==> src/rtl/core/assert_macros.svh <==
// Assertion macros shared by the RTL modules.
`ifndef ASSERT_MACROS_SVH
`define ASSERT_MACROS_SVH

// The property must hold at every clock edge outside reset.
`define LCFP_ASSERT(lbl, clk, rstn, prop) \
  lbl: assert property (@(posedge clk) disable iff (!rstn) prop) \
    else $error("%m: assertion failed");

// The condition must never be true outside reset.
`define LCFP_ASSERT_NEVER(lbl, clk, rstn, cond) \
  `LCFP_ASSERT(lbl, clk, rstn, !(cond))

`endif

==> src/rtl/core/lcfp_pkg.sv <==
package lcfp_pkg;

  localparam int FracBits    = 8;
  localparam int CordicSteps = 18;
  localparam int SlopeShift  = 16 - FracBits;
  localparam int VecShift    = 20 - FracBits;
  localparam int PixScale    = 50 << (16 - FracBits);
  localparam int MidCentre   = 60 << FracBits;
  localparam int PixDen      = 77;

  localparam logic [7:0] HdrByte = 8'hF5;
  localparam logic [7:0] IdByte  = 8'h02;

  typedef struct packed {
    logic        [15:0] upper;
    logic        [15:0] middle;
    logic        [7:0]  frames;
    logic        [11:0] height;
    logic signed [15:0] roll;
  } frame_t;

  function automatic logic signed [31:0] atan_q16(logic [4:0] idx);
    logic signed [31:0] v;
    case (idx)
      5'd0:    v = 32'sd2949120;
      5'd1:    v = 32'sd1740967;
      5'd2:    v = 32'sd919879;
      5'd3:    v = 32'sd466945;
      5'd4:    v = 32'sd234379;
      5'd5:    v = 32'sd117304;
      5'd6:    v = 32'sd58666;
      5'd7:    v = 32'sd29335;
      5'd8:    v = 32'sd14668;
      5'd9:    v = 32'sd7334;
      5'd10:   v = 32'sd3667;
      5'd11:   v = 32'sd1833;
      5'd12:   v = 32'sd917;
      5'd13:   v = 32'sd458;
      5'd14:   v = 32'sd229;
      5'd15:   v = 32'sd115;
      5'd16:   v = 32'sd57;
      5'd17:   v = 32'sd29;
      default: v = 32'sd0;
    endcase
    return v;
  endfunction

endpackage

==> src/rtl/core/lcfp_fifo.sv <==
`include "assert_macros.svh"

module lcfp_fifo (
  input  logic             clk_i,
  input  logic             rst_ni,
  input  logic             push_i,
  input  lcfp_pkg::frame_t data_i,
  output logic             full_o,
  input  logic             pop_i,
  output logic             empty_o,
  output lcfp_pkg::frame_t data_o
);
  import lcfp_pkg::*;

  frame_t     mem_q [2];
  logic       wr_q, rd_q;
  logic [1:0] cnt_q;

  assign full_o  = (cnt_q == 2'd2);
  assign empty_o = (cnt_q == 2'd0);
  assign data_o  = mem_q[rd_q];

  always_ff @(posedge clk_i) begin
    if (push_i) begin
      mem_q[wr_q] <= data_i;
    end
  end

  always_ff @(posedge clk_i or negedge rst_ni) begin
    if (!rst_ni) begin
      wr_q  <= 1'b0;
      rd_q  <= 1'b0;
      cnt_q <= 2'd0;
    end else begin
      if (push_i) begin
        wr_q <= ~wr_q;
      end
      if (pop_i) begin
        rd_q <= ~rd_q;
      end
      cnt_q <= cnt_q + 2'(push_i) - 2'(pop_i);
    end
  end

  `LCFP_ASSERT_NEVER(a_no_push_full, clk_i, rst_ni, push_i && full_o)
  `LCFP_ASSERT_NEVER(a_no_pop_empty, clk_i, rst_ni, pop_i && empty_o)
  `LCFP_ASSERT(a_cnt_range, clk_i, rst_ni, cnt_q <= 2'd2)

endmodule

==> config.mk <==
export PLATFORM = sky130hd
export DESIGN_NAME = lcfp_fifo
export DESIGN_NICKNAME = d
export VERILOG_FILES = /design/src/rtl/core/lcfp_pkg.sv /design/src/rtl/core/lcfp_fifo.sv
export VERILOG_INCLUDE_DIRS = /design/src /design/src/rtl/core
export SDC_FILE = /design/constraint.sdc
export NUM_CORES = 1
export LEC_CHECK = 0
export BUFFER_PORTS_ARGS = -buffer_cell sky130_fd_sc_hd__buf_2
export CORE_MARGIN = 4
export CORE_UTILIZATION = 47
export CTS_BUF_LIST = sky130_fd_sc_hd__clkbuf_4 sky130_fd_sc_hd__clkbuf_8 sky130_fd_sc_hd__clkbuf_16
export DETAILED_ROUTE_END_ITERATION = 12
export GPL_ROUTABILITY_DRIVEN = 0
export MAX_ROUTING_LAYER = met4
export PLACE_DENSITY = 0.76
export SLEW_MARGIN = 20
export SYNTH_ARGS = -nofsm -noshare
export SYNTH_HDL_FRONTEND = slang
export SYNTH_SLANG_ARGS = --single-unit
==> constraint.sdc <==
create_clock -name clk_i -period 4.21 [get_ports clk_i]
set_input_delay 0.842 -clock clk_i [delete_from_list [all_inputs] [get_ports clk_i]]
set_output_delay 0.842 -clock clk_i [all_outputs]
set_load 0.03 [all_outputs]
Word-level counts from Yosys, hierarchy flattened
Memories as Yosys holds them, arrays and structs flattened.
Index checks and enable logic that the tools add are counted.
- flip-flop bits (word level): 4
- memory bits (writable): 136
- bits of input ports: 72
- output and inout port bits: 70
- word-level logic and storage cells: 12
- memories kept: 1
- memory list (name ; depth ; bits a word ; rd ports ; clocked after memory_dff ; wr ports ; line ; RTL):
    mem_q ; 2 ; 68 ; 1 ; 0 ; 1 ; lcfp_fifo.sv:15 ; frame_t mem_q [2];
- add/sub/neg operators: 2
- eq/ne operators: 1
- multiplexer cells: 2
- bitwise operators: 2
- reduce and logical (&&, ||, !) cells: 1
- operators by type and width (kind ; count):
    2-bit by 1-bit adder with 2-bit output ; 1
    2-bit equality test, second input constant ; 1
    2-bit logical NOT ; 1
    1-bit two-way mux ; 2
    1-bit inverter ; 2
    2-bit by 1-bit subtractor with 2-bit output ; 1

Depth between registers and ports, before layout
Gate-level depths: netlist of the first run.
- depth in word-level cells: 2
- depth in mapped cells: 5
- depth with buffers taken out: 5

Worst setup path before layout of the first run
OpenSTA, ideal clock, no wires.
- kind: in2reg
- start point: in push_i
- end point: mem mem_q[0][0] (netlist bit) (enable)
- library setup time: 0.503 ns
- data arrival time: 3.827 ns
- required time: 3.707 ns
- path slack: -0.120 ns
- cell stages on the path: 1
- path buffers: 0
- cell sequence: nor2b_1
- longest elaborated chain between the ends: 2
- ends and longest elaborated chain (what ; line ; RTL):
    start: declaration ; lcfp_fifo.sv:6 ; input logic push_i,
    1-bit two-way mux ; lcfp_fifo.sv:24 ; if (push_i) begin
    1-bit two-way mux (implied by the code) ; lcfp_fifo.sv:25 ; mem_q[wr_q] <= data_i;
    end: declaration ; lcfp_fifo.sv:15 ;
No other way between the ends.

==> summary.md, run 1 <==
| Metric | Value |
|---|---|
| Run status | `completed` |
| Final Util | `0.630` |
| Post-synth top area cell | `edfxtp_1` |
| Vias in the first global route | `2804` |
| Hold Buf Count CTS | `0` |
| CP max FO | `69` |
| Routed len/inst | `between 15 and 20 um` |
| IR drop worst, VDD | `approximately 0.00064 V` |
| Most frequent cells in the layout | `buf_2 (141), edfxtp_1 (136), mux2_2 (58)` |
| GRT Residual Overflow | `0` |
| Fmax | `between 300 and 400 MHz` |
| Num Clock Sinks | `140` |
| First-pass DRT Iterations | `4` |
| Layout cells sized above 1 | `0.623` |
| Setup WS post-layout | `between 1 and 1.5 ns` |
| Core area | `roughly 11000 sq um` |
| Register bit total from synthesis | `between 100 and 150` |
| Final Hold Viols | `0` |
| Hold crit path type | `in -> async` |
| Sequential power share | `0.399` |
| Initial antenna violation count | `0` |
| Psw | `1.69 mW` |
| Dpl hpwl | `roughly 5700 um` |
| Initial Utilization | `0.490` |
| Reg2reg start | `wr_q$_DFFE_PN0P_` |
| Max-cap violations | `0` |
| Switching share of power | `0.327` |
| Sequential element share of the synthesized area | `0.813` |
| Crit start category | `register` |
| Tightest Pin Transition | `slightly below 1 ns` |
| Hold Slack | `approximately 0.15 ns` |
| Final setup fails | `0` |
| Setup crit end kind | `primary output` |
| Via Count | `around 2600` |
| Post-place setup slack | `roughly 1.6 ns` |
| Die extent in y | `113 um` |
| Syn_area_per_cell | `roughly 23 sq um` |
| Post-CTS sizing | `0` |
| Post-route minimum period | `between 3 and 4 ns` |
| Die ar. | `roughly 13000 sq um` |
| Gr usage total | `0.147` |
| Antenna-violating nets left | `0` |
| Worst slew margin | `0.357` |
| Mapped Cells | `~230` |
| Nets | `around 460` |
| CTS H-tree lvls | `4` |
| Commonest non-fill, non-tap cell in the layout | `buf_2` |
| Pins Over Slew Limit | `0` |
| Required @ worst endpoint | `3.37 ns` |
| Postcts setup bufs | `0` |
| Clock-pin slew on the worst setup and hold paths | `around 0.06 ns` |
| Worst path max stage delay | `about 1.1 ns` |
| Overall power | `a little over 5 mW` |
| Slowest stage cell on the critical path | `dfrtp_4` |
| DRC | `0` |
| Internal reg-to-reg setup slack | `2.28 ns` |
| IO Count | `about 140` |
| Final setup skew | `about 0.0057 ns` |
| Pwr/cell area | `778 nW/um^2` |
| Row count | `37` |
| Count of different cell masters after synthesis | `14` |
| Pint | `roughly 3.5 mW` |
| Critical path class | `reg -> out` |
| Worst-path cell chain | `mux2_2 > buf_2` |
| DR iter-0 viols | `131` |
| Diode count | `0` |
| Number of cells on the worst reg-to-reg path | `2` |
| Vias per cell | `just under 5` |
| Clock power frac | `0.306` |
| First-pass GRT wire length | `around 14000 um` |
| CTS Buf Count | `17` |
| Yosys warns | `0` |
| Share of the synthesized area in the top cell type | `0.794` |
| Multi-input logic area | `around 900 sq um` |
| Die X-Extent | `about 110 um` |
| Fin crit share | `0.726` |
| Worst path arrival time | `~2.2 ns` |
| Area grow syn2layout | `28.7%` |
| Leakage | `2.57 nW` |
| FF-to-FF End | `mem_q[0][24]$_DFFE_PP_` |
| Register area | `~4200 sq um` |
| Max clock buf depth | `2` |
| Post-Route WL | `8830 um` |
| Syn nets | `approximately 300` |
| Mapped cell area | `roughly 5100 sq um` |
| Combinational fraction of design power | `0.295` |
| Setup TNS | `0 ns` |
| Fillers | `746` |
| Worst-Skew Late Latency | `around 0.5 ns` |
| Largest net degree at the start of global routing | `70` |
| CTS tree | `built` |
| # port buffers | `roughly 140` |
| Clk root buf | `clkbuf_8` |
| RSZ-0062 raised after global routing | `false` |
| Synth top area cells | `edfxtp_1 (79%), mux2_2 (13%), mux2_4 (2.9%), dfrtp_1 (1.9%), buf_2 (0.49%)` |
[synthesized netlist by cell type, drive strengths merged]
cell	instances
ha	2
edfxtp	136
inv	2
dfrtp	4
xor2	2
buf	8
nor2	1
mux2	68
xor3	1
and2	1
nor2b	2
[sequential cells by signal, summed over array words and instances (netlist names)]
signal	flops
wr_q	1
rd_q	1
cnt_q	2
mem_q	136
[layout make-up]
class	count	area share
clock buffer	18	0.0637
clock inverter	13	0.0321
inverter	2	0.00113
multi-input combinational	77	0.136
sequential	140	0.632
tap	136	0.0257
timing repair buffer	143	0.109
[worst max-delay path: cells and delay by family, from the launching register on]
family	cells	cell delay (ns)
multiplexers	1	0.44
buffers and inverters	1	0.18
flip-flops	1	1.06
[stage by stage]
stage | instance area [sq um] | std cells
2_1_floorplan | 5150 | 227
3_3_place_gp | 5990 | 498
3_5_place_dp | 5990 | 498
4_1_cts | 6620 | 529
5_1_grt | 6620 | 529
6_report | 6620 | 529
[worst max-delay path by stage]
stage                                   to  depth (start not counted)        startpoint
CTS                             data_o[10]                          2  rd_q$_DFFE_PN0P_
detailed placement  mem_q[0][23]$_DFFE_PP_                          3            push_i
finish                          data_o[10]                          2  rd_q$_DFFE_PN0P_
floorplan            mem_q[0][0]$_DFFE_PP_                          1            push_i
global route                    data_o[10]                          2  rd_q$_DFFE_PN0P_
global placement    mem_q[0][24]$_DFFE_PP_                          3            push_i
[power groups by stage]
stage,registers [mW],clock network [mW],logic [mW]
global route,2.09,1.69,1.60
detailed placement,2.09,0,1.54
finish,2.05,1.58,1.52
CTS,2.06,1.61,1.54
global placement,2.08,0,1.53
floorplan,1.94,0,1.28
[logic make-up (layout without fill, tap and decap cells)]
| group | after synthesis | count (layout) | share of synthesized area |
|---|---|---|---|
| multiplexers | 68 | 68 | 0.156 |
| XOR/XNOR | 3 | 3 | 0.00802 |
| adder cells (fa/ha/maj) | 2 | 2 | 0.00486 |
| buffers and inverters | 10 | 176 | 0.0136 |
| flip-flops | 140 | 140 | 0.813 |
| AND/OR/NAND/NOR | 4 | 4 | 0.00438 |
[metal layers]
layer	GRT usage	wire, um	vias up
li1	-	-	1211
met1	0.179	3840	1250
met4	0.0385	70	0
met3	0.0507	618	12
met5	-	0	-
met2	0.237	4300	100
No activity file was read; power rests on OpenSTA's default activity.
==> run 2, diff against run 1 <==
Settings changed: ABC_AREA from default to 1, CORE_UTILIZATION 47 to 52, PLACE_DENSITY 0.76 to 0.79.
Clock period 4.21 ns to 3.05 ns, I/O delays scaled along.
==> run 2 against run 1 <==
- synthesized cell count up 67%
- largest cell class unchanged
- sequential power up 34%
- hold slack better by 0.14 ns
- register-to-register slack worse by 0.79 ns
==> summary.md, run 2 <==
| Metric | Value |
|---|---|
| Run status | `completed` |
| Fin crit share | `0.881` |
| Fin area | `6730 sq um` |
| Vias in the first global route | `~3200` |
| Clock power frac | `0.279` |
| # port buffers | `141` |
| Required @ worst endpoint | `around 2.4 ns` |
| Slowest stage cell on the critical path | `dfrtp_4` |
| Clock-pin slew on the worst setup and hold paths | `0.06 ns` |
| CTS tree | `built` |
| Final Util | `0.683` |
| Commonest non-fill, non-tap cell in the layout | `buf_2` |
| Synth top area cells | `edfxtp_1 (77%), inv_1 (5.3%), nand2_1 (5.2%), o21ai_1 (4.9%), dfrtp_1 (1.9%)` |
| Diode count | `0` |
| Worst-Skew Late Latency | `roughly 0.5 ns` |
| Vias per cell | `between 4 and 5` |
| Hold Buf Count CTS | `1` |
| Mux share of post-synthesis cell area | `0` |
| Critical path class | `reg -> out` |
| CTS H-tree lvls | `4` |
| Post-Route WL | `9620 um` |
| Gr usage total | `0.175` |
| Top flop regs | `mem_q: 136 flops, cnt_q: 2 flops` |
| RSZ-0062 raised after global routing | `false` |
| Placed cell area | `between 6000 and 7000 sq um` |
| Top post-synthesis cells by count | `edfxtp_1 (136), inv_1 (75), nand2_1 (74), o21ai_1 (52), o21ai_2 (10)` |
| Dpl hpwl | `6440 um` |
| Worst path arrival time | `2.08 ns` |
| Mapped cell area | `~5300 sq um` |
| Switching share of power | `0.375` |
| Die ar. | `11900 sq um` |
| Routed len/inst | `between 10 and 15 um` |
| Top FF cell, synth | `edfxtp_1` |
| Setup TNS | `0 ns` |
| Post-synthesis compound-gate area fraction | `0.0713` |
| First-pass GRT wire length | `approximately 15000 um` |
| Min-Delay Path Depth | `1` |
| Max clock buf depth | `2` |
| First-pass DRT Iterations | `5` |
| Pint | `about 4.5 mW` |
| Post-Synth Simple-Gate Area | `0.0555` |
| Largest family of logic cells by synthesized area | `buffers and inverters` |
| Setup crit end kind | `primary output` |
| Initial Utilization | `0.537` |
| XOR/XNOR share of the synthesized area | `0.00331` |
| Ys async rst share | `0.0286` |
| Top-count cell post-synth | `edfxtp_1` |
| Leakage | `~2.9 nW` |
| Pwr/cell area | `between 1000 and 1500 nW/um^2` |
| Final Hold Viols | `0` |
| Syn_area_per_cell | `about 14 sq um` |
| CTS Buf Count | `17` |
| Row count | `36` |
| GRT Residual Overflow | `0` |
| Sequential power share | `0.378` |
| Sequential element share of the synthesized area | `0.790` |
| CP Buf/Inv Count | `2` |
| Yosys warns | `0` |
| CP max FO | `62` |
| Postcts setup bufs | `0` |
| Fillers | `700` |
| IO Count | `~140` |
| Synth Area in Adders | `0.00472` |
| Core area | `just under 10000 sq um` |
| Die X-Extent | `between 100 and 150 um` |
| Register bit total from synthesis | `140` |
| Number of cells on the worst reg-to-reg path | `3` |
| Share of the synthesized area in the top cell type | `0.771` |
| Worst slew margin | `0.662` |
| Worst path depth | `4` |
| Largest net degree at the start of global routing | `63` |
| Tightest Pin Transition | `about 0.51 ns` |
| Largest Register | `mem_q` |
| Antenna-violating nets left | `0` |
| Worst-path cell chain | `buf_12 > nand2_1 > o21ai_0 > buf_2` |
| Post-CTS sizing | `0` |
| Psw | `~2.7 mW` |
| Mapped Cells | `380` |
| Initial antenna violation count | `0` |
| Post-synth top area cell | `edfxtp_1` |
| Cell family with most CP delay | `flip-flops` |
| Hold crit path type | `in -> reg` |
| Number of synthesized flops with an enable pin | `approximately 140` |
| Pins Over Slew Limit | `0` |
| Final setup fails | `0` |
| Max-cap violations | `0` |
| Post-route minimum period | `around 2.7 ns` |
| Nets | `606` |
| Via Count | `roughly 3100` |
| DR iter-0 viols | `153` |
| Layout cells sized above 1 | `0.346` |
| Final setup skew | `0.00666 ns` |
| Fmax | `372 MHz` |
| Syn nets | `between 400 and 500` |
| Most frequent cells in the layout | `buf_2 (141), edfxtp_1 (136), inv_1 (74), nand2_1 (74), o21ai_1 (52)` |
| Crit start category | `register` |
| DRC | `0` |
| Count of different cell masters after synthesis | `14` |
| Max reg flops | `roughly 140` |
| Combinational fraction of design power | `0.343` |
| Area grow syn2layout | `27.1%` |
| Num Clock Sinks | `140` |
| IR drop worst, VDD | `0.000544 V` |
| Clk root buf | `clkbuf_8` |
| Worst path max stage delay | `about 0.71 ns` |
| Die extent in y | `around 110 um` |
run 2: cell types whose count changed after synthesis, sizes merged, moves of 2 or more:
cell   delta
nor2      +2
buf       +7
nor2b     -2
nand2    +74
o21ai    +68
mux2     -68
inv      +73
run 2: worst paths after layout:
kind	to	startpoint	slack, ns
min in group asynchronous	cnt_q[0]$_DFF_PN0_	rst_ni	0.44
worst max register to register	mem_q[1][30]$_DFFE_PP_	wr_q$_DFFE_PN0P_	1.49
max in group asynchronous	rd_q$_DFFE_PN0P_	rst_ni	2.47
worst min-delay path	mem_q[1][64]$_DFFE_PP_	data_i[64]	0.28
worst min register to register	wr_q$_DFFE_PN0P_	wr_q$_DFFE_PN0P_	0.55
worst max-delay path	data_o[4]	rd_q$_DFFE_PN0P_	0.36
run 2: logic make-up (layout without fill, tap and decap cells):
| logic type | Yosys count | count (layout) |
|---|---|---|
| AOI/OAI and AO/OA | 68 | 68 |
| adders and majority gates | 2 | 2 |
| xor gates and xnor gates | 2 | 2 |
| and+or+nand+nor | 78 | 78 |
| buffers and inverters | 90 | 253 |
| DFF | 140 | 140 |
run 2: layout make-up:
cell class	count	area [sq um]	area share
clock buffers	17	414	0.0615
clock inverters	13	176	0.0262
inverters	75	282	0.0418
multi-input cells	150	722	0.107
flip-flops and latches	140	4190	0.622
well taps	133	166	0.0247
repair buffers	148	786	0.117
run 2: stage by stage:
stage	hold slack, ns	total power [mW]	worst slack, ns	std cells
5_1_grt	0.258	7.64	0.207	676
3_5_place_dp	0.426	5.29	0.934	645
6_report	0.285	7.24	0.363	676
4_1_cts	0.254	7.33	0.312	676
3_3_place_gp	0.424	5.22	0.991	645
2_1_floorplan	0.314	4.61	0.230	380
run 2: routing by layer:
layer,global-route usage,vias to the layer above,share of wire
met2,0.284,95,0.52
met5,-,-,0
li1,-,1578,-
met1,0.201,1455,0.40
met3,0.0521,16,0.060
met4,0.0803,0,0.016
run 2: power groups by stage:
stage / registers [mW] / clock network [mW] / logic [mW]
floorplan: 2.69 / 0 / 1.92
global placement: 2.76 / 0 / 2.45
detailed placement: 2.78 / 0 / 2.51
CTS: 2.75 / 2.06 / 2.53
global route: 2.79 / 2.16 / 2.69
finish: 2.74 / 2.02 / 2.48
