$ cat src/rtl/core/assert_macros.svh
// Assertion macros shared by the RTL modules.
`ifndef ASSERT_MACROS_SVH
`define ASSERT_MACROS_SVH

// The property must hold at every clock edge outside reset.
`define LCFP_ASSERT(lbl, clk, rstn, prop) \
  lbl: assert property (@(posedge clk) disable iff (!rstn) prop) \
    else $error("%m: assertion failed");

// The condition must never be true outside reset.
`define LCFP_ASSERT_NEVER(lbl, clk, rstn, cond) \
  `LCFP_ASSERT(lbl, clk, rstn, !(cond))

`endif

$ cat src/rtl/core/lcfp_pkg.sv
package lcfp_pkg;

  localparam int FracBits    = 8;
  localparam int CordicSteps = 18;
  localparam int SlopeShift  = 16 - FracBits;
  localparam int VecShift    = 20 - FracBits;
  localparam int PixScale    = 50 << (16 - FracBits);
  localparam int MidCentre   = 60 << FracBits;
  localparam int PixDen      = 77;

  localparam logic [7:0] HdrByte = 8'hF5;
  localparam logic [7:0] IdByte  = 8'h02;

  typedef struct packed {
    logic        [15:0] upper;
    logic        [15:0] middle;
    logic        [7:0]  frames;
    logic        [11:0] height;
    logic signed [15:0] roll;
  } frame_t;

  function automatic logic signed [31:0] atan_q16(logic [4:0] idx);
    logic signed [31:0] v;
    case (idx)
      5'd0:    v = 32'sd2949120;
      5'd1:    v = 32'sd1740967;
      5'd2:    v = 32'sd919879;
      5'd3:    v = 32'sd466945;
      5'd4:    v = 32'sd234379;
      5'd5:    v = 32'sd117304;
      5'd6:    v = 32'sd58666;
      5'd7:    v = 32'sd29335;
      5'd8:    v = 32'sd14668;
      5'd9:    v = 32'sd7334;
      5'd10:   v = 32'sd3667;
      5'd11:   v = 32'sd1833;
      5'd12:   v = 32'sd917;
      5'd13:   v = 32'sd458;
      5'd14:   v = 32'sd229;
      5'd15:   v = 32'sd115;
      5'd16:   v = 32'sd57;
      5'd17:   v = 32'sd29;
      default: v = 32'sd0;
    endcase
    return v;
  endfunction

endpackage

$ cat src/rtl/core/lcfp_front.sv
module lcfp_front (
  input  logic                clk_i,
  input  logic                rst_ni,
  input  logic                push_i,
  input  logic [7:0]          rx_byte_i,
  input  logic [11:0]         height_cm_i,
  input  logic signed [15:0]  roll_angle_i,
  input  logic                q_full_i,
  output logic                q_push_o,
  output lcfp_pkg::frame_t    q_frame_o
);
  import lcfp_pkg::*;

  typedef enum logic [1:0] {PhHdr, PhId, PhRow0, PhRow1} phase_e;

  phase_e      phase_q;
  logic [7:0]  first_q;
  logic [15:0] upper_q, middle_q, upper_d, middle_d;
  logic [7:0]  count_q;
  logic        accept;

  // One filter step: old + round((row - old) / 5), ties away from zero.
  function automatic logic [15:0] filt(logic [15:0] old, logic [7:0] row);
    logic signed [17:0] diff;
    logic [16:0]        mag;
    logic [33:0]        prod;
    logic [15:0]        stp;
    diff = $signed(18'(16'(row) << FracBits)) - $signed({2'b00, old});
    mag  = diff[17] ? 17'(-diff) + 17'd2 : 17'(diff) + 17'd2;
    prod = 34'(mag) * 34'd52429;
    stp  = prod[33:18];
    return diff[17] ? old - stp : old + stp;
  endfunction

  assign accept   = push_i && !q_full_i;
  assign upper_d  = filt(upper_q, first_q);
  assign middle_d = filt(middle_q, rx_byte_i);
  assign q_push_o = accept && (phase_q == PhRow1);

  always_comb begin
    q_frame_o.upper  = upper_d;
    q_frame_o.middle = middle_d;
    q_frame_o.frames = count_q + 8'd1;
    q_frame_o.height = height_cm_i;
    q_frame_o.roll   = roll_angle_i;
  end

  always_ff @(posedge clk_i or negedge rst_ni) begin
    if (!rst_ni) begin
      phase_q  <= PhHdr;
      first_q  <= '0;
      upper_q  <= '0;
      middle_q <= '0;
      count_q  <= '0;
    end else if (accept) begin
      case (phase_q)
        PhHdr:  phase_q <= (rx_byte_i == HdrByte) ? PhId : PhHdr;
        PhId:   phase_q <= (rx_byte_i == IdByte) ? PhRow0 : PhHdr;
        PhRow0: begin
          first_q <= rx_byte_i;
          phase_q <= PhRow1;
        end
        default: begin
          phase_q  <= PhHdr;
          upper_q  <= upper_d;
          middle_q <= middle_d;
          count_q  <= count_q + 8'd1;
        end
      endcase
    end
  end

endmodule

$ cat config.mk
export PLATFORM = sky130hd
export DESIGN_NAME = lcfp_front
export DESIGN_NICKNAME = d
export VERILOG_FILES = /design/src/rtl/core/assert_macros.svh /design/src/rtl/core/lcfp_pkg.sv /design/src/rtl/core/lcfp_front.sv
export SDC_FILE = /design/constraint.sdc
export NUM_CORES = 1
export LEC_CHECK = 0
export BUFFER_PORTS_ARGS = -buffer_cell sky130_fd_sc_hd__buf_2
export CELL_PAD_IN_SITES_DETAIL_PLACEMENT = 0
export CELL_PAD_IN_SITES_GLOBAL_PLACEMENT = 1
export CORE_MARGIN = 2
export CORE_UTILIZATION = 53
export CTS_CLUSTER_DIAMETER = 150
export CTS_CLUSTER_SIZE = 10
export DETAILED_ROUTE_END_ITERATION = 6
export PLACE_DENSITY_LB_ADDON = 0.1
export SYNTH_ARGS = -nofsm -noshare
export SYNTH_HDL_FRONTEND = slang
export SYNTH_SLANG_ARGS = --single-unit
export TNS_END_PERCENT = 5
$ cat constraint.sdc
create_clock -name clk_i -period 30.9 [get_ports clk_i]
set_input_delay 4.635 -clock clk_i [delete_from_list [all_inputs] [get_ports clk_i]]
set_output_delay 4.635 -clock clk_i [all_outputs]
set_load 0.005 [all_outputs]
# == Yosys cells after proc, flatten, opt, wreduce, memory -nomap -nowiden ==
# Cells that the tools add are included.
# word_totals
mem_bits_ro,0
ff_bits,50
word_cells,40
input_bits,40
latchBits,0
mem_count,0
ram_bits,0
output_inout_bits,69
# classes
shifts,0
n_mux,7
n_eq_ne,5
n_addsub,13
reduce_logical,7
n_lt_le_gt_ge,0
bitwise_logic,1
n_div,0
n_mul,2
# op_table
op,n
17-bit by 2-bit adder with 17-bit output (second input constant),4
17-bit by 16-bit multiplier with 33-bit output (second input constant),2
17-bit 2-to-1 mux,2
17-bit negator,2
16-bit by 16-bit subtractor with 17-bit output,2
16-bit by 15-bit adder with 16-bit output,2
16-bit 2-to-1 mux,2
16-bit by 15-bit subtractor with 16-bit output,2
8-bit by 1-bit adder with 8-bit output (second input constant),1
8-bit by 2-bit == test with 1-bit output (second input constant),1
8-bit == test (second input constant),1
2-bit one-hot mux with 3 select lines,1
2-bit == test (second input constant),2
2-bit AND reduction,2
3-bit OR reduction,1
2-bit by 1-bit == test with 1-bit output (second input constant),1
1-bit logical AND,2
2-bit logical NOT,1
2-bit 2-to-1 mux,1
1-bit logical NOT,1
1-bit 2-to-1 mux,1
1-bit NOT,1

# == Logic depth before layout (Yosys ltp) ==
# Gate-level depths: netlist (run 1).
# depth
ltp_word,7
depth_mapped,48
depth_no_buf,47

# == Worst setup path after synthesis (run 1) ==
# No wires, ideal clock.
# synth_path
kind,input to output
start,input rx_byte_i[0]
end,output q_frame_o[50] in the netlist's numbering
path_buffers,4
setup_slack_ps,12044
arrival_ps,14221
cell_stages,42
required_time_ps,26265
path_cell_list,ha_1 nor4b_2 a2111o_1 and3_1 buf_6 nor2_1 clkbuf_1 clkbuf_1 mux2i_1 xnor2_1 ha_1 inv_1 fa_1 inv_1 fa_1 fa_1 fa_1 inv_1 [... 6 more ...] a41oi_1 mux2i_1 o311ai_0 nor3_1 inv_1 ha_1 a21oi_1 fa_1 a21o_1 a21oi_1 o21bai_1 a21oi_1 nor2b_1 o21a_1 o31ai_1 a21oi_1 a31oi_1 xnor2_1
# synth_rtl
element,line_no,text
start: declaration,lcfp_front.sv:5,"input logic [7:0] rx_byte_i,"
end: declaration,lcfp_front.sv:10,output lcfp_pkg::frame_t q_frame_o

==> results.txt, run 1 <==
* Die width: 185 um
- Final hold slack: 0.488 ns
- The clock passes through at most 2 buffers.
* Number of nets still failing antenna checks after routing: 0
- Least-Margin Pin Slew: 0.978 ns
* CP max stage cell: sky130_fd_sc_hd__xnor2_1
* TritonCTS buffer count: 5
- Measured against its own limit, the worst slew margin works out to 34.3%.
* Final nets: 2573
- Counting flops and latches in the post-synthesis netlist gives 50.
- Using the TritonRoute via totals, the vias-per-cell ratio works out to 5.63.
* Grt total ovfl: 0
- Setup tns final: 0 ns
* Worst setup timing slack at the placement stage: 10.50 ns
* Fin cells: 2471
* Detailed placement HPWL: 40.8 mm
- The final critical path takes up 66.4% of the cycle.
* Summed instance area of the synthesized netlist: 17300 um^2
- The post-route netlist has 6.26% of its cells at a drive strength greater than 1.
* Full die area: 34100 um^2
- For this run, the detailed router's first-pass iteration total came to 6.
- Pin count of the biggest net entering global routing: 51
- STA classifies the critical path startpoint as a primary input.
* Most area-hungry cell type in the Yosys netlist: sky130_fd_sc_hd__ha_1
- The flow ran to the end, and the final reports show no timing, DRC or antenna violations.
- Number of synthesis warnings: 0
- The sequential cells in the finished layout cover a total of 1250 um^2.
- The worst path meets setup with 10.38 ns of slack.
- Hold-fix buffers, CTS: 0
- Average instance area after synthesis: 8.57 um^2
- Average detailed-routed wire length per instance: 18.7 um
- Weighted congestion reported at the end of routability-driven placement: 0.940
* Number of inserted diodes: 0
* DP Cell Count: 2463
- Initial cell density of the core: 53.5%
- Worst skew pair latency: 0.31 ns
* Classification of the worst-slack hold path: reg2reg
* Clock Sink Count: 50
- Number of H-tree levels: 2
* Category of the critical setup timing path: in2out
- Fraction of synthesized cell area taken by the top area cell type: 23.6%
- Number of nets produced by synthesis: 2564
- EDFF count, synth: 0
- Most used cells in the layout excluding fill and tap cells: sky130_fd_sc_hd__inv_1 (380), sky130_fd_sc_hd__ha_1 (327), sky130_fd_sc_hd__fa_1 (178)
- Clock tree from TritonCTS: done
* Synth area leaders: sky130_fd_sc_hd__ha_1 (24%), sky130_fd_sc_hd__fa_1 (21%), sky130_fd_sc_hd__inv_1 (8.2%)
- At the worst endpoint, the required time is 26.27 ns.
- In the global route stage, overall resource usage came out at 28.5%.
* Register-to-register setup slack: 18.47 ns
- Leaving out fill and tap cells, the most frequent cell in the layout is sky130_fd_sc_hd__inv_1.
* Category of the worst setup path capture point: output port
- Compared with the post-synthesis result, the final layout area differs by 4.04%.
- Worst Reg2Reg Path Length in Cells: 42
- After detailed routing, the number of remaining DRC violations is 0.
- Via count of the first global-routing pass: 14.5k
- After clock tree synthesis, the clock-pin slew on the worst setup and hold paths is 0.07 ns.
- Worst Setup SP: rx_byte_i[0]
- Across the run, the number of max-cap violations was 0.
* Largest stage delay on the critical path: 0.81 ns
- Share of async-settable or async-resettable flops after synthesis: 100%
* Detailed router's first-iteration violation count: 700
- In this run the critical register-to-register path is launched from middle_q[0]$_DFFE_PN0P_.
- Multi-input logic area: 14300 um^2
- Derived from the worst setup path, the maximum achievable clock frequency is 0.0487 GHz.
- The total count of max-transition violations in the final report was 0.
* Number of gates resized after CTS: 0
* Signal arrival time at the worst endpoint: 15.89 ns
* Finish-stage setup viols: 0
- Critical path peak fanout: 13
- Floorplan die height: 185 um
- The number of endpoints with negative hold slack in the final report is 0.
- Sum of routed wire length over all layers: 46.2 mm
- After layout, the minimum clock period comes to 20.52 ns.
- Wire length of the first global-routing pass: 76.3 mm
- Buffers placed on the I/O ports in this run total 52.
- Worst Skew: 0.00505 ns
* Library cells used by synthesis: 92
- Fillcell total: 3117
- Setup repair after global routing left no endpoint under its margin.
* Termination of the worst setup path: q_frame_o[50]
* Row count: 66
- Clock tree synthesis selected as its root buffer the cell sky130_fd_sc_hd__clkbuf_16.
* Antenna violations before repair: 0
* # Post-CTS Setup Buffers: 0
- The routed layout has 13.9k vias.
* Count of boundary I/O pins: 109
* Most instantiated flip-flop cell in the synthesis netlist: sky130_fd_sc_hd__dfrtp_1
* Gate count after technology mapping: 2019
- The worst register-to-register path ends at middle_q[15]$_DFFE_PN0P_.
- Share of the yosys chip area belonging to registers: 7.23%
- Std-Cell Core Area: 32400 um^2
==> logic make-up after synthesis <==
group | synth area share (%)
adders and majority gates | 44.2
and+or+nand+nor | 14.2
xor gates and xnor gates | 8.22
muxes | 1.58
DFF | 7.23
AOI/OAI and AO/OA | 14.3
buffers and inverters | 10.2
==> registers in the layout (all words and copies together), names as in the netlist <==
name / count
upper_q: 16
middle_q: 16
count_q: 8
phase_q: 2
first_q: 8
==> routing by layer <==
| layer | global-route usage (%) | routed length, um | part of all wire (%) | up-vias |
|---|---|---|---|---|
| met3 | 2.69 | 1340 | 2.9 | 69 |
| li1 | - | - | - | 6828 |
| met1 | 34.8 | 19400 | 42 | 6737 |
| met2 | 52.9 | 23900 | 52 | 269 |
| met5 | 0 | 0 | 0 | - |
| met4 | 8.86 | 1600 | 3.5 | 0 |
==> worst min-delay path by stage <==
| stage | start | to | depth (start not counted) |
|---|---|---|---|
| floorplan | count_q[7]$_DFFE_PN0P_ | count_q[7]$_DFFE_PN0P_ | 1 |
| global placement | count_q[7]$_DFFE_PN0P_ | count_q[7]$_DFFE_PN0P_ | 1 |
| detailed placement | count_q[7]$_DFFE_PN0P_ | count_q[7]$_DFFE_PN0P_ | 1 |
| CTS | count_q[7]$_DFFE_PN0P_ | count_q[7]$_DFFE_PN0P_ | 1 |
| global route | count_q[7]$_DFFE_PN0P_ | count_q[7]$_DFFE_PN0P_ | 1 |
| finish | count_q[7]$_DFFE_PN0P_ | count_q[7]$_DFFE_PN0P_ | 1 |
==> worst max-delay path, delay by kind of cell <==
family	cells	cell delay (ns)
buffers and inverters	8	0.90
muxes	1	0.27
AOI/OAI and AO/OA	16	3.20
adders and majority gates	10	4.26
xor gates and xnor gates	2	0.97
and+or+nand+nor	5	1.61
==> synth_stat cells (10+ instances only) <==
| cell | instances |
|---|---|
| sky130_fd_sc_hd__o31ai_1 | 12 |
| sky130_fd_sc_hd__ha_1 | 327 |
| sky130_fd_sc_hd__mux2_2 | 15 |
| sky130_fd_sc_hd__or3_1 | 10 |
| sky130_fd_sc_hd__xnor2_1 | 96 |
| sky130_fd_sc_hd__and2_1 | 15 |
| sky130_fd_sc_hd__nor2_1 | 101 |
| sky130_fd_sc_hd__buf_4 | 28 |
| sky130_fd_sc_hd__nand3_1 | 43 |
| sky130_fd_sc_hd__fa_1 | 178 |
| sky130_fd_sc_hd__a21oi_1 | 106 |
| sky130_fd_sc_hd__a211oi_1 | 11 |
| sky130_fd_sc_hd__nor2b_1 | 12 |
| sky130_fd_sc_hd__and3_1 | 23 |
| sky130_fd_sc_hd__clkbuf_1 | 23 |
| sky130_fd_sc_hd__nor4_1 | 15 |
| sky130_fd_sc_hd__dfrtp_1 | 50 |
| sky130_fd_sc_hd__o21a_1 | 14 |
| sky130_fd_sc_hd__a21o_1 | 35 |
| sky130_fd_sc_hd__a31oi_1 | 16 |
| sky130_fd_sc_hd__o21bai_1 | 22 |
| sky130_fd_sc_hd__inv_1 | 380 |
| sky130_fd_sc_hd__nand2_1 | 133 |
| sky130_fd_sc_hd__nand4_1 | 19 |
| sky130_fd_sc_hd__o21ai_0 | 68 |
| sky130_fd_sc_hd__nor3_1 | 52 |
| sky130_fd_sc_hd__xor2_1 | 54 |
==> metrics by stage <==
step                      instance area (um^2)  utilization (%)
after global routing                     18000             55.6
after CTS                                18000             55.6
after global placement                   17900             55.1
after floorplan                          17300                -
final                                    18000             55.6
after detailed placement                 17900             55.1
==> final cells by class <==
class / count / area share, %
clock buffer: 5 / 0.695
inverter: 381 / 7.94
clock inverter: 3 / 0.146
sequential: 50 / 6.95
tap: 442 / 3.07
timing repair buffer: 60 / 1.78
multi-input combinational: 1530 / 79.4
Power of run 1 is not shown: default switching activity piles up to over one toggle a cycle in this logic, so the estimate is an artifact.
==> inputs of run 2 (changes only) <==
- CORE_UTILIZATION: 53 -> 45
- clock period: 30.9 -> 16.8 ns (I/O delays scaled with it)
==> run 2 against run 1 <==
Effect of this change:
- sequential share of layout area fell by 0.056 points
- sequential cell count unchanged
- wire length grew 4.1%
- register-to-register slack lost 14 ns
- non-clock buffer count grew 4
- setup slack got worse by 9.6 ns
- clock-buffer cell count is the same
- critical endpoint is now q_frame_o[51]
==> results.txt, run 2 (synthesis gave the netlist of run 1 again) <==
* Result of the run: finished, final reports clean
- Most heavily used metal layer in global routing: met1
- The total global routing overflow was 0 (unchanged).
- Fmax: 0.0623 GHz
- Weighted congestion reported at the end of routability-driven placement: 0.890 (-5.3%)
- The number of nets in the layout is 2577 (+0.16%).
- Category of the critical setup timing path: in2out
* Detailed router's first-iteration violation count: 711 (+1.6%)
- Number of inserted diodes: 0 (unchanged)
- The tree is rooted in a sky130_fd_sc_hd__clkbuf_16.
- Via count of the first global-routing pass: 14.1k (-2.6%)
- Fillcell total: 3796 (+22%)
- Row count: 71 (+7.6%)
* Relative slew margins: 28.8% (-5.5 points)
- Number of DRC violations after detailed routing: 0 (unchanged)
* Setup repair after global routing missed its margin: false
- Minimum clock period after layout: 16.06 ns
* Clock tree from TritonCTS: done
- The starting density of the core came to 45.8% (-7.6 points).
* Antenna violations before repair: 0 (unchanged)
- Final worst-path cycle share: 95.6%
- The count of input and output buffers is 52 (unchanged).
- Max-cap violations: 0 (unchanged)
- Worst Skew: 0.00983 ns (+0.00478 ns)
* Hold Fails Final Rpt: 0 (unchanged)
* Total global routing track utilization: 24.9% (-3.6 points)
- In this run the worst setup path terminates at q_frame_o[51].
* Floorplan die height: 200 um (+8.3%)
- Largest stage delay on the critical path: 0.58 ns (-0.23 ns)
* Met1 global-route usage: 38.4% (+3.7 points)
- TritonCTS buffer count: 5 (unchanged)
- The number of sinks handled by clock tree synthesis came to 50 (unchanged).
- Category of the worst setup path capture point: output port
* Finish-stage setup viols: 0 (unchanged)
* Setup tns final: 0 ns (unchanged)
- The path class of the tightest hold or removal check is reg2reg.
- Number of H-tree levels: 2 (unchanged)
- The number of buffers inserted to repair setup after CTS came to 0 (unchanged).
- The total count of max-transition violations in the final report was 0 (unchanged).
- Sum of routed wire length over all layers: 48.0 mm (+4.1%)
- Sequential cell area: 1250 um^2 (unchanged)
- Among all stages on the critical path, the largest delay is contributed by sky130_fd_sc_hd__xor2_1.
- Wire length of the first global-routing pass: 77.4 mm (+1.4%)
* Met2 layer usage reported by global route: 37.0% (-16 points)
- The setup slack of the worst register-to-register path was 4.45 ns (-14.02 ns).
* Std-Cell Core Area: 37800 um^2 (+17%)
* Multi-input logic area: 14300 um^2 (about the same)
- The sum of net half-perimeters after detailed placement was 42.5 mm (+4.3%).
- CTS max path bufs: 2 (unchanged)
- Share of final-layout standard cells stronger than drive strength 1: 6.49% (+0.23 points)
- The clock slew at the register clock pins of the worst setup and hold paths was 0.07 ns (about the same).
* Detailed-route via count: 13.9k (-0.36%)
- Most used cells in the layout excluding fill and tap cells: sky130_fd_sc_hd__inv_1 (380), sky130_fd_sc_hd__ha_1 (327), sky130_fd_sc_hd__fa_1 (178)
- The pin count of the biggest net entering global routing was 51 (unchanged).
- STA classifies the critical path startpoint as a primary input.
- Number of gates resized after CTS: 0 (unchanged)
- Leaving out fill and tap cells, the most frequent cell in the layout is sky130_fd_sc_hd__inv_1.
- The required time at the worst-slack endpoint is 14.28 ns (-11.99 ns).
- The fraction of the core area covered by cells at the end of the flow came to 48.1% (-7.5 points).
- The insertion delay to the later sink of the worst-skew pair came to 0.31 ns (about the same).
- The remaining number of nets flagged by the antenna check after routing was 0 (unchanged).
* Leading registers by flop count: middle_q (16), upper_q (16)
* Worst Reg2Reg Path Length in Cells: 42 (unchanged)
- The number of buffers inserted by hold repair at cts is 0 (unchanged).
* Full die area: 40000 um^2 (+17%)
- Endpoint of the worst-slack reg-to-reg timing path: upper_q[14]$_DFFE_PN0P_
- Pre-antenna DRT Iters: 6 (unchanged)
- Average detailed-routed wire length per instance: 18.9 um (+1.1%)
- Critical path peak fanout: 13 (unchanged)
- Synthesis-to-layout area growth: 4.89%
- The average via count per standard cell was 5.45 (-3.2%).
* Count of boundary I/O pins: 109 (unchanged)
- Worst Setup SP: rx_byte_i[0]
* Start point of the worst hold path: count_q[7]$_DFFE_PN0P_
- The cell that appears most often on the critical path is sky130_fd_sc_hd__fa_1.
- Die width: 200 um (+8.3%)
* Reg2Reg Launch Point: upper_q[0]$_DFFE_PN0P_
- Signal arrival time at the worst endpoint: 13.54 ns (-2.35 ns)
* GR met3 Demand/Resource: 3.07% (+0.39 points)
- The slew at the pin closest to its max-slew limit is 1.06 ns (+0.0819 ns).
-- run 2: cell types whose count changed in the layout (fill, tap and decap cells not counted), sizes merged --
cell	before	now
buf	60	64
bufinv	0	1
clkinv	1	0
clkinvlp	0	1
inv	383	382
-- run 2: layout make-up --
type / count / area share (%)
tap: 511 / 3.52
multi-input combinational: 1530 / 78.8
clock inverter: 3 / 0.269
sequential: 50 / 6.89
clock buffer: 5 / 0.689
inverter: 381 / 7.88
timing repair buffer: 64 / 1.93
-- run 2: how the worst min path moves through the flow --
stage / cells after the start / to / slack [ns]
global placement: 1 / count_q[7]$_DFFE_PN0P_ / 0.48
global route: 1 / count_q[7]$_DFFE_PN0P_ / 0.53
CTS: 1 / count_q[7]$_DFFE_PN0P_ / 0.50
detailed placement: 1 / count_q[7]$_DFFE_PN0P_ / 0.48
floorplan: 1 / count_q[7]$_DFFE_PN0P_ / 0.46
finish: 1 / count_q[7]$_DFFE_PN0P_ / 0.50
-- run 2: metrics by stage --
step                      instance area [um^2]  setup slack [ns]  instances  hold slack [ns]
final                                    18100             0.741       2544            0.501
after global routing                     18100            0.0731       2544            0.533
after CTS                                18100             0.791       2544            0.502
after detailed placement                 18000             0.866       2536            0.484
after global placement                   18000              1.07       2536            0.476
after floorplan                          17300              2.17       2019            0.461
-- run 2: routing by layer --
layer | vias to the layer above | wire length, um
li1 | 6832 | -
met1 | 6643 | 24700
met2 | 333 | 20000
met3 | 45 | 2420
met4 | 0 | 864
met5 | - | 0
-- run 2: worst max-delay path: cells and delay by family --
family	cells	cell delay (ns)
adders and majority gates	9	4.08
and+or+nand+nor	11	3.18
AOI/OAI and AO/OA	7	1.69
xor gates and xnor gates	3	0.98
buffers and inverters	7	0.78
muxes	1	0.27
Power of run 2 is left out for the same reason.
